[src/sv/b64d_pkg.sv]
// shared types, constants and the alphabet lookup for the base64 stream decoder
package b64d_pkg;

   localparam int unsigned QUEUE_DEPTH = 2;
   localparam logic [7:0] PAD_CHAR = 8'h3D;

   localparam logic [1:0] POS_FIRST  = 2'd0;
   localparam logic [1:0] POS_SECOND = 2'd1;
   localparam logic [1:0] POS_THIRD  = 2'd2;
   localparam logic [1:0] POS_FOURTH = 2'd3;

   typedef struct packed {
      logic [5:0] sextet;
      logic       is_pad;
      logic       invalid;
      logic       last;
   } sym_class_type;

   typedef struct packed {
      logic [7:0] data_byte;
      logic       byte_valid;
      logic       end_of_text;
      logic       decode_error;
   } result_type;

   // maps one character to its class; sextet is zero when not in the alphabet
   function automatic sym_class_type classify(input logic [7:0] c, input logic last);
      sym_class_type r;
      r.sextet  = 6'd0;
      r.is_pad  = (c == PAD_CHAR);
      r.invalid = 1'b0;
      r.last    = last;
      if (c >= 8'h41 && c <= 8'h5A) begin
         r.sextet = 6'(c - 8'h41);
      end else if (c >= 8'h61 && c <= 8'h7A) begin
         r.sextet = 6'(c - 8'h61 + 8'd26);
      end else if (c >= 8'h30 && c <= 8'h39) begin
         r.sextet = 6'(c - 8'h30 + 8'd52);
      end else if (c == 8'h2B) begin
         r.sextet = 6'd62;
      end else if (c == 8'h2F) begin
         r.sextet = 6'd63;
      end else if (c != PAD_CHAR) begin
         r.invalid = 1'b1;
      end
      return r;
   endfunction

endpackage

[src/sv/b64d_fifo.sv]
// small register queue used between the decoder stages and on the result side
module b64d_fifo #(
   parameter int unsigned WIDTH = 8,
   parameter int unsigned DEPTH = 2
) (
   input  logic             clock,
   input  logic             reset,
   input  logic             push,
   input  logic [WIDTH-1:0] push_data,
   output logic             full,
   input  logic             pop,
   output logic [WIDTH-1:0] pop_data,
   output logic             empty
);

   localparam int unsigned PW = (DEPTH > 1) ? $clog2(DEPTH) : 1;
   localparam int unsigned CW = $clog2(DEPTH + 1);

   logic [WIDTH-1:0] mem_ff [DEPTH];
   logic [PW-1:0]    wptr_ff, wptr_in;
   logic [PW-1:0]    rptr_ff, rptr_in;
   logic [CW-1:0]    count_ff, count_in;
   logic             do_push, do_pop;

   assign full     = (count_ff == CW'(DEPTH));
   assign empty    = (count_ff == '0);
   assign do_push  = push && !full;
   assign do_pop   = pop && !empty;
   assign pop_data = mem_ff[rptr_ff];

   always_comb begin
      wptr_in  = wptr_ff;
      rptr_in  = rptr_ff;
      count_in = count_ff;
      if (do_push) begin
         wptr_in = (wptr_ff == PW'(DEPTH - 1)) ? '0 : wptr_ff + 1'b1;
      end
      if (do_pop) begin
         rptr_in = (rptr_ff == PW'(DEPTH - 1)) ? '0 : rptr_ff + 1'b1;
      end
      case ({do_push, do_pop})
         2'b10:   count_in = count_ff + 1'b1;
         2'b01:   count_in = count_ff - 1'b1;
         default: count_in = count_ff;
      endcase
   end

   always_ff @(posedge clock) begin
      if (reset) begin
         wptr_ff  <= '0;
         rptr_ff  <= '0;
         count_ff <= '0;
      end else begin
         wptr_ff  <= wptr_in;
         rptr_ff  <= rptr_in;
         count_ff <= count_in;
      end
   end

   always_ff @(posedge clock) begin
      if (do_push) begin
         mem_ff[wptr_ff] <= push_data;
      end
   end

endmodule

[src/sv/b64d_front.sv]
// front stage: takes characters and classifies them through the alphabet
module b64d_front (
   input  logic                    req_push,
   input  logic [7:0]              req_symbol,
   input  logic                    req_last_symbol,
   input  logic                    queue_full,
   output logic                    req_full,
   output logic                    queue_push,
   output b64d_pkg::sym_class_type queue_item
);
   import b64d_pkg::*;

   assign req_full   = queue_full;
   assign queue_push = req_push && !queue_full;
   assign queue_item = classify(req_symbol, req_last_symbol);

endmodule

[src/sv/b64d_back.sv]
// back stage: group tracking, padding rules, byte packing and the sticky error
module b64d_back (
   input  logic                    clock,
   input  logic                    reset,
   input  logic                    item_avail,
   input  b64d_pkg::sym_class_type item,
   output logic                    item_pop,
   input  logic                    out_full,
   output logic                    out_push,
   output b64d_pkg::result_type    out_result
);
   import b64d_pkg::*;

   logic [1:0] pos_ff, pos_in;
   logic [5:0] held_ff, held_in;
   logic       pad_pending_ff, pad_pending_in;
   logic       error_ff, error_in;
   logic       take;
   logic       err;
   logic       have_byte;
   logic [7:0] byte_val;
   logic [1:0] pos_next;

   assign take     = item_avail && !out_full;
   assign item_pop = take;
   assign pos_next = pos_ff + 2'd1;

   always_comb begin
      err            = error_ff;
      have_byte      = 1'b0;
      byte_val       = 8'd0;
      held_in        = held_ff;
      pad_pending_in = pad_pending_ff;
      if (pad_pending_ff) begin
         // only the closing pad of the text may follow a pad at position three
         if (!item.is_pad || !item.last) err = 1'b1;
         pad_pending_in = 1'b0;
      end else if (item.is_pad) begin
         case (pos_ff)
            POS_THIRD: begin
               pad_pending_in = 1'b1;
               if (item.last) err = 1'b1;
            end
            POS_FOURTH: begin
               if (!item.last) err = 1'b1;
            end
            default: err = 1'b1;
         endcase
      end else if (item.invalid) begin
         err = 1'b1;
      end else begin
         case (pos_ff)
            POS_FIRST: begin
               held_in = item.sextet;
            end
            POS_SECOND: begin
               byte_val  = {held_ff, item.sextet[5:4]};
               held_in   = {2'b00, item.sextet[3:0]};
               have_byte = 1'b1;
            end
            POS_THIRD: begin
               byte_val  = {held_ff[3:0], item.sextet[5:2]};
               held_in   = {4'b0000, item.sextet[1:0]};
               have_byte = 1'b1;
            end
            default: begin
               byte_val  = {held_ff[1:0], item.sextet};
               held_in   = 6'd0;
               have_byte = 1'b1;
            end
         endcase
      end
      // incomplete final group
      if (item.last && pos_next != POS_FIRST) err = 1'b1;
      if (err) begin
         have_byte = 1'b0;
         byte_val  = 8'd0;
      end
   end

   always_comb begin
      pos_in   = pos_ff;
      error_in = error_ff;
      if (take) begin
         if (item.last) begin
            pos_in   = POS_FIRST;
            error_in = 1'b0;
         end else begin
            pos_in   = pos_next;
            error_in = err;
         end
      end
   end

   assign out_push                = take && (have_byte || item.last);
   assign out_result.data_byte    = byte_val;
   assign out_result.byte_valid   = have_byte;
   assign out_result.end_of_text  = item.last;
   assign out_result.decode_error = item.last && err;

   always_ff @(posedge clock) begin
      if (reset) begin
         pos_ff         <= POS_FIRST;
         held_ff        <= 6'd0;
         pad_pending_ff <= 1'b0;
         error_ff       <= 1'b0;
      end else begin
         pos_ff   <= pos_in;
         error_ff <= error_in;
         if (take) begin
            held_ff        <= item.last ? 6'd0 : held_in;
            pad_pending_ff <= item.last ? 1'b0 : pad_pending_in;
         end
      end
   end

endmodule

[src/sv/base64_stream_decoder_top.sv]
// top level of the base64 stream decoder
// Decodes standard base64 text one character per clock while the result queue has room. A
// character is classified through the alphabet on the way into a short queue, and the decode
// stage then packs six-bit symbols into bytes at that rate and writes each completed byte, and
// the end of text record with its error flag, into the result queue. A character is registered
// in the short queue and its result in the result queue before reaching the result ports;
// characters that neither complete a byte nor end the text give no result. Both queues are
// QUEUE_DEPTH entries deep, so the input keeps taking characters while a result waits to be
// popped, until the queues fill. On a result with end_of_text and decode_error high the whole
// text is invalid and the bytes already delivered for it are to be discarded.
module base64_stream_decoder_top #(
   parameter int unsigned QUEUE_DEPTH = b64d_pkg::QUEUE_DEPTH
) (
   input  logic       clock,
   input  logic       reset,
   input  logic       req_push,
   output logic       req_full,
   input  logic [7:0] req_symbol,
   input  logic       req_last_symbol,
   output logic       rsp_empty,
   input  logic       rsp_pop,
   output logic [7:0] rsp_data_byte,
   output logic       rsp_byte_valid,
   output logic       rsp_end_of_text,
   output logic       rsp_decode_error
);
   import b64d_pkg::*;

   sym_class_type front_item;
   sym_class_type mid_head;
   result_type    back_result;
   result_type    rsp_head;
   logic          mid_push, mid_full, mid_pop, mid_empty;
   logic          out_push, out_full;

   b64d_front u_front (
      .req_push        (req_push),
      .req_symbol      (req_symbol),
      .req_last_symbol (req_last_symbol),
      .queue_full      (mid_full),
      .req_full        (req_full),
      .queue_push      (mid_push),
      .queue_item      (front_item)
   );

   b64d_fifo #(
      .WIDTH ($bits(sym_class_type)),
      .DEPTH (QUEUE_DEPTH)
   ) u_mid_queue (
      .clock     (clock),
      .reset     (reset),
      .push      (mid_push),
      .push_data (front_item),
      .full      (mid_full),
      .pop       (mid_pop),
      .pop_data  (mid_head),
      .empty     (mid_empty)
   );

   b64d_back u_back (
      .clock      (clock),
      .reset      (reset),
      .item_avail (!mid_empty),
      .item       (mid_head),
      .item_pop   (mid_pop),
      .out_full   (out_full),
      .out_push   (out_push),
      .out_result (back_result)
   );

   b64d_fifo #(
      .WIDTH ($bits(result_type)),
      .DEPTH (QUEUE_DEPTH)
   ) u_rsp_queue (
      .clock     (clock),
      .reset     (reset),
      .push      (out_push),
      .push_data (back_result),
      .full      (out_full),
      .pop       (rsp_pop),
      .pop_data  (rsp_head),
      .empty     (rsp_empty)
   );

   assign rsp_data_byte    = rsp_head.data_byte;
   assign rsp_byte_valid   = rsp_head.byte_valid;
   assign rsp_end_of_text  = rsp_head.end_of_text;
   assign rsp_decode_error = rsp_head.decode_error;

   // an error is only ever reported on the end of text record
   a_error_at_end : assert property (@(posedge clock) disable iff (reset)
      (!rsp_empty && rsp_decode_error) |-> rsp_end_of_text)
      else $error("decode error without end of text");

   // a rejected text carries no byte on its final record
   a_no_byte_on_error : assert property (@(posedge clock) disable iff (reset)
      (!rsp_empty && rsp_decode_error) |-> !rsp_byte_valid)
      else $error("byte delivered with decode error");

   // records without a byte only exist to mark the end of text
   a_empty_record_is_end : assert property (@(posedge clock) disable iff (reset)
      (!rsp_empty && !rsp_byte_valid) |-> (rsp_end_of_text && rsp_data_byte == 8'd0))
      else $error("result without byte or end of text");

   // every character leaving the mid queue lands in the decode stage that cycle
   a_mid_pop_needs_room : assert property (@(posedge clock) disable iff (reset)
      mid_pop |-> (!mid_empty && !out_full))
      else $error("mid queue popped without room for the result");

endmodule

[config.mk]
export PLATFORM = sky130hd
export DESIGN_NAME = base64_stream_decoder_top
export DESIGN_NICKNAME = d
export VERILOG_FILES = /design/src/sv/b64d_pkg.sv /design/src/sv/b64d_fifo.sv /design/src/sv/b64d_front.sv /design/src/sv/b64d_back.sv /design/src/sv/base64_stream_decoder_top.sv
export SDC_FILE = /design/constraint.sdc
export NUM_CORES = 1
export LEC_CHECK = 0
export BUFFER_PORTS_ARGS = -buffer_cell sky130_fd_sc_hd__buf_4
export CORE_MARGIN = 3
export CORE_UTILIZATION = 49
export CTS_BUF_LIST = sky130_fd_sc_hd__clkbuf_2 sky130_fd_sc_hd__clkbuf_4 sky130_fd_sc_hd__clkbuf_8
export CTS_CLUSTER_SIZE = 24
export DETAILED_ROUTE_END_ITERATION = 8
export PLACE_DENSITY_LB_ADDON = 0.2
export SYNTH_ARGS = -nofsm -noshare
export SYNTH_HDL_FRONTEND = slang
export SYNTH_SLANG_ARGS = --single-unit
[constraint.sdc]
create_clock -name clock -period 3 [get_ports clock]
set_clock_uncertainty 0.05 [all_clocks]
set_input_delay 0.3 -clock clock [delete_from_list [all_inputs] [get_ports clock]]
set_output_delay 0.3 -clock clock [all_outputs]
set_load 0.03 [all_outputs]
# == Word-level counts from Yosys, hierarchy flattened ==
# Memory sizes are Yosys's and may differ from the RTL's. A register that Yosys moved wholly into a read port is not among the register bits.
# Index checks and enable logic that the tools add are counted.
# totals
regBits,18
ram_bits,40
memories,2
output_inout_bits,13
in_bits,13
# classes
magnitude_cmp,6
n_eq_ne,16
add_sub_neg,14
muxes,54
reduce_logical,27
# mem_list
name,words,width,read_ports,rd_clocked_by_memory_dff,wr,line,source
u_rsp_queue.mem_ff,2,11,1,1,1,b64d_fifo.sv:19,logic [WIDTH-1:0] mem_ff [DEPTH];
u_mid_queue.mem_ff,2,9,1,1,1,b64d_fifo.sv:19,
# ops
operator,n
6-bit two-way mux,9
1-bit two-way mux,35
8-bit two-way mux,4
"8-bit by 6-bit == test with 1-bit output, second input constant",3
8-bit one-hot mux with 3 select lines,1
6-bit one-hot mux with 3 select lines,1
"8-bit by 7-bit greater-or-equal comparator with 1-bit output, second input constant",2
"8-bit by 7-bit <= comparator with 1-bit output, second input constant",2
"2-bit == test, second input constant",6
1-bit logical AND,12
"6-bit subtractor, second input constant",2
"8-bit by 6-bit greater-or-equal comparator with 1-bit output, second input constant",1
"8-bit by 6-bit <= comparator with 1-bit output, second input constant",1
"8-bit by 6-bit != test with 1-bit output, second input constant",1
2-bit one-hot mux with 2 select lines,2
"2-bit by 1-bit adder with 2-bit output, second input constant",3
"6-bit by 5-bit adder with 6-bit output, second input constant",1
"6-bit adder, second input constant",1
"2-bit by 1-bit == test with 1-bit output, second input constant",3
1-bit zero test,6
2-bit zero test,3
2-bit nonzero test,3
"6-bit by 1-bit subtractor with 6-bit output, second input constant",1
"1-bit adder, second input constant",4
other kinds (7),10

# == Logic depth before layout (Yosys ltp) ==
# Gate-level depths: netlist (run 1).
# logic_depth
depth_word,11
ltp_mapped,9
depth_no_buf,8

# == Hierarchy ==
# Synthesis (run 1) repeated with hierarchy kept, for this count alone.
# hier_totals
hier_cells,306
area_unflattened_um2,3244.4
# modules_own_cells
mod,instances,cells_per_inst,area_per_inst_um2
b64d_fifo at u_rsp_queue,1,60,1013.5
b64d_fifo at u_mid_queue,1,54,870.8
b64d_back,1,108,783.3
b64d_front,1,83,573.0
base64_stream_decoder_top,1,1,3.8

# == Worst setup path after synthesis (run 1) ==
# OpenSTA, ideal clock, no wires.
# synth_timing
kind,register to register
startpoint,register (tool-made name)
endpoint,"memory u_rsp_queue.mem_ff[1][0] (netlist name), enable pin"
stages_incl_launch_ff,6
period_less_slack_ps,2124
t_arrival_ps,1696
required_ps,2572
setup_ps,378
slack_ps,876
path_buffers,1
path_cell_list,dfxtp_1 -> buf_6 -> nor4_4 -> nor2_1 -> o41a_1 -> nor2_1
# synth_rtl
element,line
"end, declared",b64d_fifo.sv:19

==> results of run 1 <==
==> worst max-delay path: cells and delay by family, from the launching register on <==
family	cells	cell delay [ns]
and+or+nand+nor	3	0.87
DFF	1	0.70
AOI/OAI and AO/OA	2	0.55
adders and majority gates	1	0.33
==> sequential cells by signal (all words and copies together), names as in the netlist, named ones only <==
signal	cells
u_mid_queue.wptr_ff	1
u_back.pad_pending_ff	1
u_rsp_queue.mem_ff	22
u_back.error_ff	1
u_rsp_queue.rptr_ff	1
u_mid_queue.rptr_ff	1
u_rsp_queue.wptr_ff	1
u_back.held_ff	6
u_mid_queue.count_ff	2
u_rsp_queue.count_ff	2
u_mid_queue.mem_ff	18
u_back.pos_ff	2
==> how the worst min path moves through the flow <==
stage	start	to	slack (ns)	cells after the start
after floorplan	req_last_symbol	u_mid_queue.mem_ff[0][0]$_DFFE_PP_	0.35	0
after global routing	req_last_symbol	u_mid_queue.mem_ff[0][0]$_DFFE_PP_	0.09	1
final	req_last_symbol	u_mid_queue.mem_ff[0][0]$_DFFE_PP_	0.11	1
after global placement	u_back.held_ff[4]$_SDFFE_PP0P_	u_back.held_ff[4]$_SDFFE_PP0P_	0.42	2
after CTS	req_last_symbol	u_mid_queue.mem_ff[0][0]$_DFFE_PP_	0.1	1
after detailed placement	u_back.held_ff[4]$_SDFFE_PP0P_	u_back.held_ff[4]$_SDFFE_PP0P_	0.43	2
==> cells by family after synthesis <==
family                   after synthesis  synth area share [%]
XOR/XNOR                              12                 3.461
buffers and inverters                 25                 3.502
AO/OA/AOI/OAI                         62                 13.97
AND/OR/NAND/NOR                       70                 12.73
multiplexers                          22                 8.241
adder cells (fa/ha/maj)               13                 5.357
flip-flops                            60                 52.74
==> layout make-up <==
| class | instances | area share, % |
|---|---|---|
| inverters | 14 | 1.497 |
| well taps | 75 | 2.674 |
| multi-input cells | 179 | 37.86 |
| flip-flops and latches | 60 | 45.63 |
| repair buffers | 29 | 6.203 |
| clock buffers | 9 | 3.529 |
| clock inverters | 7 | 2.602 |
==> through the flow <==
| stage | hold WS (ns) | utilization [%] | power (mW) | std cells |
|---|---|---|---|---|
| floorplan | 0.3489 | - | 1.910 | 264 |
| CTS | 0.09518 | 58.93 | 2.966 | 373 |
| finish | 0.1085 | 58.93 | 2.945 | 373 |
| global placement | 0.4234 | 55.32 | 2.169 | 357 |
| detailed placement | 0.4278 | 55.32 | 2.188 | 357 |
| global route | 0.09077 | 58.93 | 3.110 | 373 |
==> power by group through the flow <==
stage / combinational [mW] / clock, mW / sequential [mW]
after floorplan: 0.747 / 0 / 1.16
after CTS: 0.973 / 0.786 / 1.21
final: 0.967 / 0.772 / 1.20
after global placement: 0.955 / 0 / 1.21
after global routing: 1.06 / 0.821 / 1.23
after detailed placement: 0.967 / 0 / 1.22
==> metal layers <==
metal  share of wire [%]  vias up  track usage [%]  wire, µm
met5                   0        -                0         0
met4                0.95        0            6.187        52
met3                 3.5        7            4.809       195
met2                  50       39            27.97      2778
met1                  45      994            19.84      2475
li1                    -     1045                -         -
==> cells in the mapped netlist, drive strengths merged, types with 2 or more instances <==
cell and number:
o311ai 2, nand3 8, clkbuf 8, nor4 2, nor2b 4, o21bai 2
or3 2, or4 2, xor2 4, inv 14, a211oi 6, a221oi 4
mux2 14, a221o 2, o21ai 12, nand2b 2, dfxtp 20, o31ai 6
nand3b 7, a21oi 14, edfxtp 40, nor3 3, nand2 10, ha 13
buf 3, o22ai 6, xnor2 8, nor2 25, mux2i 8
==> layout by cell type (no fill, tap or decap), types with 3 or more instances in the layout <==
cell,synthesis,final
a221oi_1,4,4
clkinv_2,0,3
a21oi_1,14,14
nor2_1,25,25
buf_4,1,29
nor2b_1,4,4
a211oi_1,6,6
xnor2_1,8,8
o21ai_0,12,12
nor3_1,3,3
nand2_1,10,10
clkbuf_8,0,9
mux2_2,13,13
inv_1,13,13
ha_1,13,13
mux2i_1,7,7
xor2_1,4,4
o22ai_1,6,6
nand3b_1,7,7
nand3_1,8,8
o31ai_1,6,6
edfxtp_1,40,40
dfxtp_1,20,20
==> summary.md, run 1 <==
| Metric | Value |
|---|---|
| Status | finished, final reports clean |
| Net Sw Frac | 33.97% |
| Area of the multi-input gates | 1329 µm² |
| CTS Sinks | 60 |
| TNS Setup | 0 ns |
| DRT antenna net count | 0 |
| Worst-path cell chain | nor4b_4 > nor2_1 > o41a_1 > ha_1 > or3_1 > a21oi_1 |
| Int Power | 1.944 mW |
| Hold Buf Count CTS | 0 |
| # rows | 28 |
| CTS Buf Count | 9 |
| Drc violations | 0 |
| Setup ws final | 0.4314 ns |
| WL final | 5.502 mm |
| R2R Setup Slk | 0.43 ns |
| Peak supply drop | 0.0003799 V |
| Die height | 84.72 µm |
| Io pins | 26 |
| Nets | 319 |
| Top_reg_cell synth | edfxtp_1 |
| GRT Resource Usage Total | 16.50% |
| PD cells | 839.0 nW/µm² |
| Register Area | 1602 µm² |
| Fin. Hold Viols | 0 |
| Starting Density | 50.99% |
| RSZ-0062 raised after global routing | no |
| Synth top area share | 39.56% |
| Tmin final | 2.569 ns |
| P_leak | 1.263 nW |
| Switch Pwr | 1.000 mW |
| Final setup violation count | 0 |
| Crit path launch type | flop |
| Yosys reg bits | 60 |
| Sequential cell area fraction in the yosys report | 52.74% |
| Sequential share of power | 40.9% |
| Max Clk Rate | 0.3893 GHz |
| Syn nets | 290 |
| Setup Crit Path Kind | flop to flop |
| Max Slew Vio Count | 0 |
| Post-synth EDFFs | 40 |
| CTS H-Tree Depth | 3 |
| Finished Cell Area | 3510 µm² |
| Vias in the first global route | 2070 |
| Avg Cell Area, Syn | 11.50 µm² |
| Clk root buf | clkbuf_8 |
| Max-cap violation count | 0 |
| Core area | 5956 µm² |
| FF-to-FF path depth | 6 |
| Placed inst area | 3294 µm² |
| Post-synth ARST share | 0% |
| Detailed placement HPWL | 3.915 mm |
| N_diodes | 0 |
| Top cells by area, synth | edfxtp_1 (40%), dfxtp_1 (13%), ha_1 (5.4%) |
| FILL cells | 521 |
| DR vias/cell | 5.590 |
| Largest stage delay, worst path | 0.70 ns |
| Crit-path max FO | 10 |
| Largest net degree at the start of global routing | 24 |
| Port bufs | 25 |
| Combinational power share | 32.9% |
| Fraction of layout cells with a size suffix above 1 | 21.48% |
| Setup crit end kind | flop |
| Count of cell types in the netlist | 49 |
| Synth warn | 0 |
| Critical Path Sink | u_rsp_queue.count_ff[1]$_SDFFE_PP0P_ |
| GP Congestion | 0.8470 |
| RR Endpoint | u_rsp_queue.count_ff[1]$_SDFFE_PP0P_ |
| CTS tree | yes |
| Wire per inst | 14.75 µm |
| Synth Instances | 264 |
| Largest area contributor in the netlist | edfxtp_1 |
| Clk_lat worst skew | 0.33 ns |
| P&R area growth vs syn | 15.57% |
| Period utilization | 85.62% |
| Critical Path Slowest Stage Cell | dfxtp_1 |
| Post CTS Setup Buffer Count | 0 |
| WP data arrival | 2.78 ns |
| Required @ worst endpoint | 3.21 ns |
| Slew HR | 49.59% |
| Slew @ Worst Pin | 0.7534 ns |
| Chip Width | 84.72 µm |
| Resize count post-CTS | 0 |
| Initial antenna violation count | 0 |
| Post-place setup slack | 0.4337 ns |
| DR iter-0 viols | 102 |
| Die area | 7177 µm² |
| First-pass GRT wire length | 9.466 mm |
| Pre-antenna DRT Iters | 4 |
| Clock slew at reported path FFs | 0.06 ns |
| DR vias | 2085 |
| Hold Crit Class | input pin to flop |
| Total grt overflow | 0 |
| Clk network pwr share | 26.2% |
| Clock tree buffer depth | 2 |
| Syn Std Cell Area | 3037 µm² |
No activity file was read; power rests on OpenSTA's default activity.
==> run 2, diff against run 1 <==
- BUFFER_PORTS_ARGS: -buffer_cell sky130_fd_sc_hd__buf_4 -> unset
- DONT_BUFFER_PORTS: unset -> 1
- GPL_TIMING_DRIVEN: unset -> 0
==> summary.md, run 2 (synthesis results as in run 1) <==
| Metric | Value |
|---|---|
| Status | finished, final reports clean (unchanged) |
| Die height | 84.72 µm (unchanged) |
| Port bufs | 0 (was 25) |
| Fin. Hold Viols | 0 (unchanged) |
| CTS Buf Count | 9 (unchanged) |
| Clk_lat worst skew | 0.32 ns (was 0.33 ns) |
| GP Congestion | 0.8305 (was 0.8470) |
| Critical Path Sink | u_rsp_queue.mem_ff[0][8]$_DFFE_PP_ (was u_rsp_queue.count_ff[1]$_SDFFE_PP0P_) |
| Sequential share of power | 42.0% (was 40.9%) |
| # rows | 28 (unchanged) |
| Core area | 5956 µm² (unchanged) |
| FILL cells | 518 (was 521) |
| Regs by FF count | u_rsp_queue.mem_ff (22), u_mid_queue.mem_ff (18), u_back.held_ff (6) (unchanged) |
| Net Sw Frac | 33.91% (was 33.97%) |
| Clk network pwr share | 26.4% (was 26.2%) |
| Drc violations | 0 (unchanged) |
| RR Endpoint | u_rsp_queue.mem_ff[0][8]$_DFFE_PP_ (was u_rsp_queue.count_ff[1]$_SDFFE_PP0P_) |
| Tmin final | 2.506 ns (was 2.569 ns) |
| Int Power | 1.842 mW (was 1.944 mW) |
| WL final | 5.427 mm (was 5.502 mm) |
| Wire per inst | 15.24 µm (was 14.75 µm) |
| Slew HR | 33.35% (was 49.59%) |
| Clk root buf | clkbuf_8 (unchanged) |
| DR iter-0 viols | 72 (was 102) |
| Die area | 7177 µm² (unchanged) |
| Setup crit end kind | flop (unchanged) |
| Clock slew at reported path FFs | 0.06 ns (about the same) |
| GRT Resource Usage Total | 16.20% (was 16.50%) |
| Max Slew Vio Count | 0 (unchanged) |
| RSZ-0062 raised after global routing | no (unchanged) |
| Combinational power share | 31.6% (was 32.9%) |
| DR vias | 2018 (was 2085) |
| Required @ worst endpoint | 2.90 ns (was 3.21 ns) |
| P&R area growth vs syn | 10.26% (was 15.57%) |
| Nets | 302 (was 319) |
| Fraction of layout cells with a size suffix above 1 | 13.17% (was 21.48%) |
| Pwr Total | 2.787 mW (was 2.945 mW) |
| PD cells | 832.5 nW/µm² (was 839.0 nW/µm²) |
| CTS Sinks | 60 (unchanged) |
| Total grt overflow | 0 (unchanged) |
| Post CTS Setup Buffer Count | 0 (unchanged) |
| Crit path launch type | flop (unchanged) |
| Io pins | 26 (unchanged) |
| CTS tree | yes (unchanged) |
| Peak supply drop | 0.0004615 V (was 0.0003799 V) |
| N_diodes | 0 (unchanged) |
| Detailed placement HPWL | 3.869 mm (was 3.915 mm) |
| Most common cell after layout, fill and taps aside | edfxtp_1 (unchanged) |
| Period utilization | 83.53% (was 85.62%) |
| P_leak | 1.151 nW (was 1.263 nW) |
| Max reg flops | 22 (unchanged) |
| Largest net degree at the start of global routing | 12 (was 24) |
| DR vias/cell | 5.669 (was 5.590) |
| Finished Cell Area | 3348 µm² (was 3510 µm²) |
| Hold Crit Class | input pin to flop (unchanged) |
| CTS H-Tree Depth | 3 (unchanged) |
| Pre-antenna DRT Iters | 4 (unchanged) |
| First-pass GRT wire length | 9.218 mm (was 9.466 mm) |
| Starting Density | 50.99% (unchanged) |
| Max-cap violation count | 0 (unchanged) |
| Setup Crit Path Kind | flop to flop (unchanged) |
| Max Clk Rate | 0.3991 GHz (was 0.3893 GHz) |
| Chip Width | 84.72 µm (unchanged) |
| TNS Setup | 0 ns (unchanged) |
| FF-to-FF path depth | 5 (was 6) |
| Placed inst area | 3131 µm² (was 3294 µm²) |
| DRT antenna net count | 0 (unchanged) |
| Reg with most FFs | u_rsp_queue.mem_ff (unchanged) |
| Slew @ Worst Pin | 0.9961 ns (was 0.7534 ns) |
| Switch Pwr | 0.9452 mW (was 1.000 mW) |
| R2R Setup Slk | 0.49 ns (was 0.43 ns) |
| Final setup violation count | 0 (unchanged) |
| Most frequent cells in the layout | edfxtp_1 (40), nor2_1 (25), dfxtp_1 (20) (was edfxtp_1 (40), buf_4 (29), nor2_1 (25)) |
| Clock tree buffer depth | 2 (unchanged) |
| Crit-path max FO | 11 (was 10) |
| Vias in the first global route | 1945 (was 2070) |
| Initial antenna violation count | 0 (unchanged) |
| WP data arrival | 2.40 ns (was 2.78 ns) |
-- run 2: changes by cell type in the layout (fill, tap and decap cells not counted), sizes merged --
cell         delta
bufinv          -1
clkinv          -3
buf            -26
clkinvlp        -1
clkbuf         +13
dlygate4sd3     +1
-- run 2: per-layer routing --
layer,up-vias,track usage [%],wire (µm)
li1,1013,-,-
met1,954,19.23,2447
met2,43,26.98,2668
met3,8,4.809,227
met4,0,7.482,85
met5,-,0,0
-- run 2: repair_timing --
item                      4_1_cts  5_1_grt
resized for setup               0        0
hold endpoints to repair        0        2
hold buffers                    0        1
-- run 2: how the worst min path moves through the flow --
stage / from / depth (start not counted) / to / slack [ns]
6_report: reset / 2 / u_back.error_ff$_SDFFE_PP0P_ / 0.14
5_1_grt: reset / 2 / u_rsp_queue.wptr_ff$_SDFFE_PP0N_ / 0.15
4_1_cts: req_last_symbol / 0 / u_mid_queue.mem_ff[0][0]$_DFFE_PP_ / 0.005
3_5_place_dp: req_last_symbol / 0 / u_mid_queue.mem_ff[1][0]$_DFFE_PP_ / 0.35
3_3_place_gp: req_last_symbol / 0 / u_mid_queue.mem_ff[0][0]$_DFFE_PP_ / 0.35
2_1_floorplan: req_last_symbol / 0 / u_mid_queue.mem_ff[0][0]$_DFFE_PP_ / 0.35
-- run 2: power by group through the flow --
stage	Combinational (mW)	Sequential, mW	Clock (mW)
after floorplan	0.747	1.16	0
after global placement	0.870	1.18	0
after detailed placement	0.881	1.19	0
after CTS	0.887	1.17	0.753
after global routing	0.972	1.19	0.795
final	0.880	1.17	0.736
-- run 2: metrics by stage --
stage | hold slack, ns | util [%] | std cells | worst slack, ns
after floorplan | 0.3489 | - | 264 | 0.8759
after global placement | 0.3490 | 52.56 | 339 | 0.5397
after detailed placement | 0.3491 | 52.56 | 339 | 0.4640
after CTS | 0.005487 | 56.05 | 355 | 0.4478
after global routing | 0.1476 | 56.22 | 356 | 0.3512
final | 0.1397 | 56.22 | 356 | 0.4941
-- run 2: area by class of cell --
type / count / area [µm²] / share of cell area, %
Sequential cell: 60 / 1602 / 47.83
Buffer: 11 / 53.80 / 1.607
Tap cell: 75 / 93.84 / 2.803
Timing Repair Buffer: 1 / 10.01 / 0.2990
Inverter: 14 / 52.55 / 1.570
Multi-Input combinational cell: 179 / 1329 / 39.69
Clock inverter: 2 / 33.78 / 1.009
Clock buffer: 14 / 173.9 / 5.194
-- run 2: critical path, stage by stage (launching register included) --
cell,delay [ns]
dfxtp_1,0.33
buf_6,0.17
nor4b_4,0.25
nor2_1,0.15
o41a_1,0.39
nor2_1,0.77
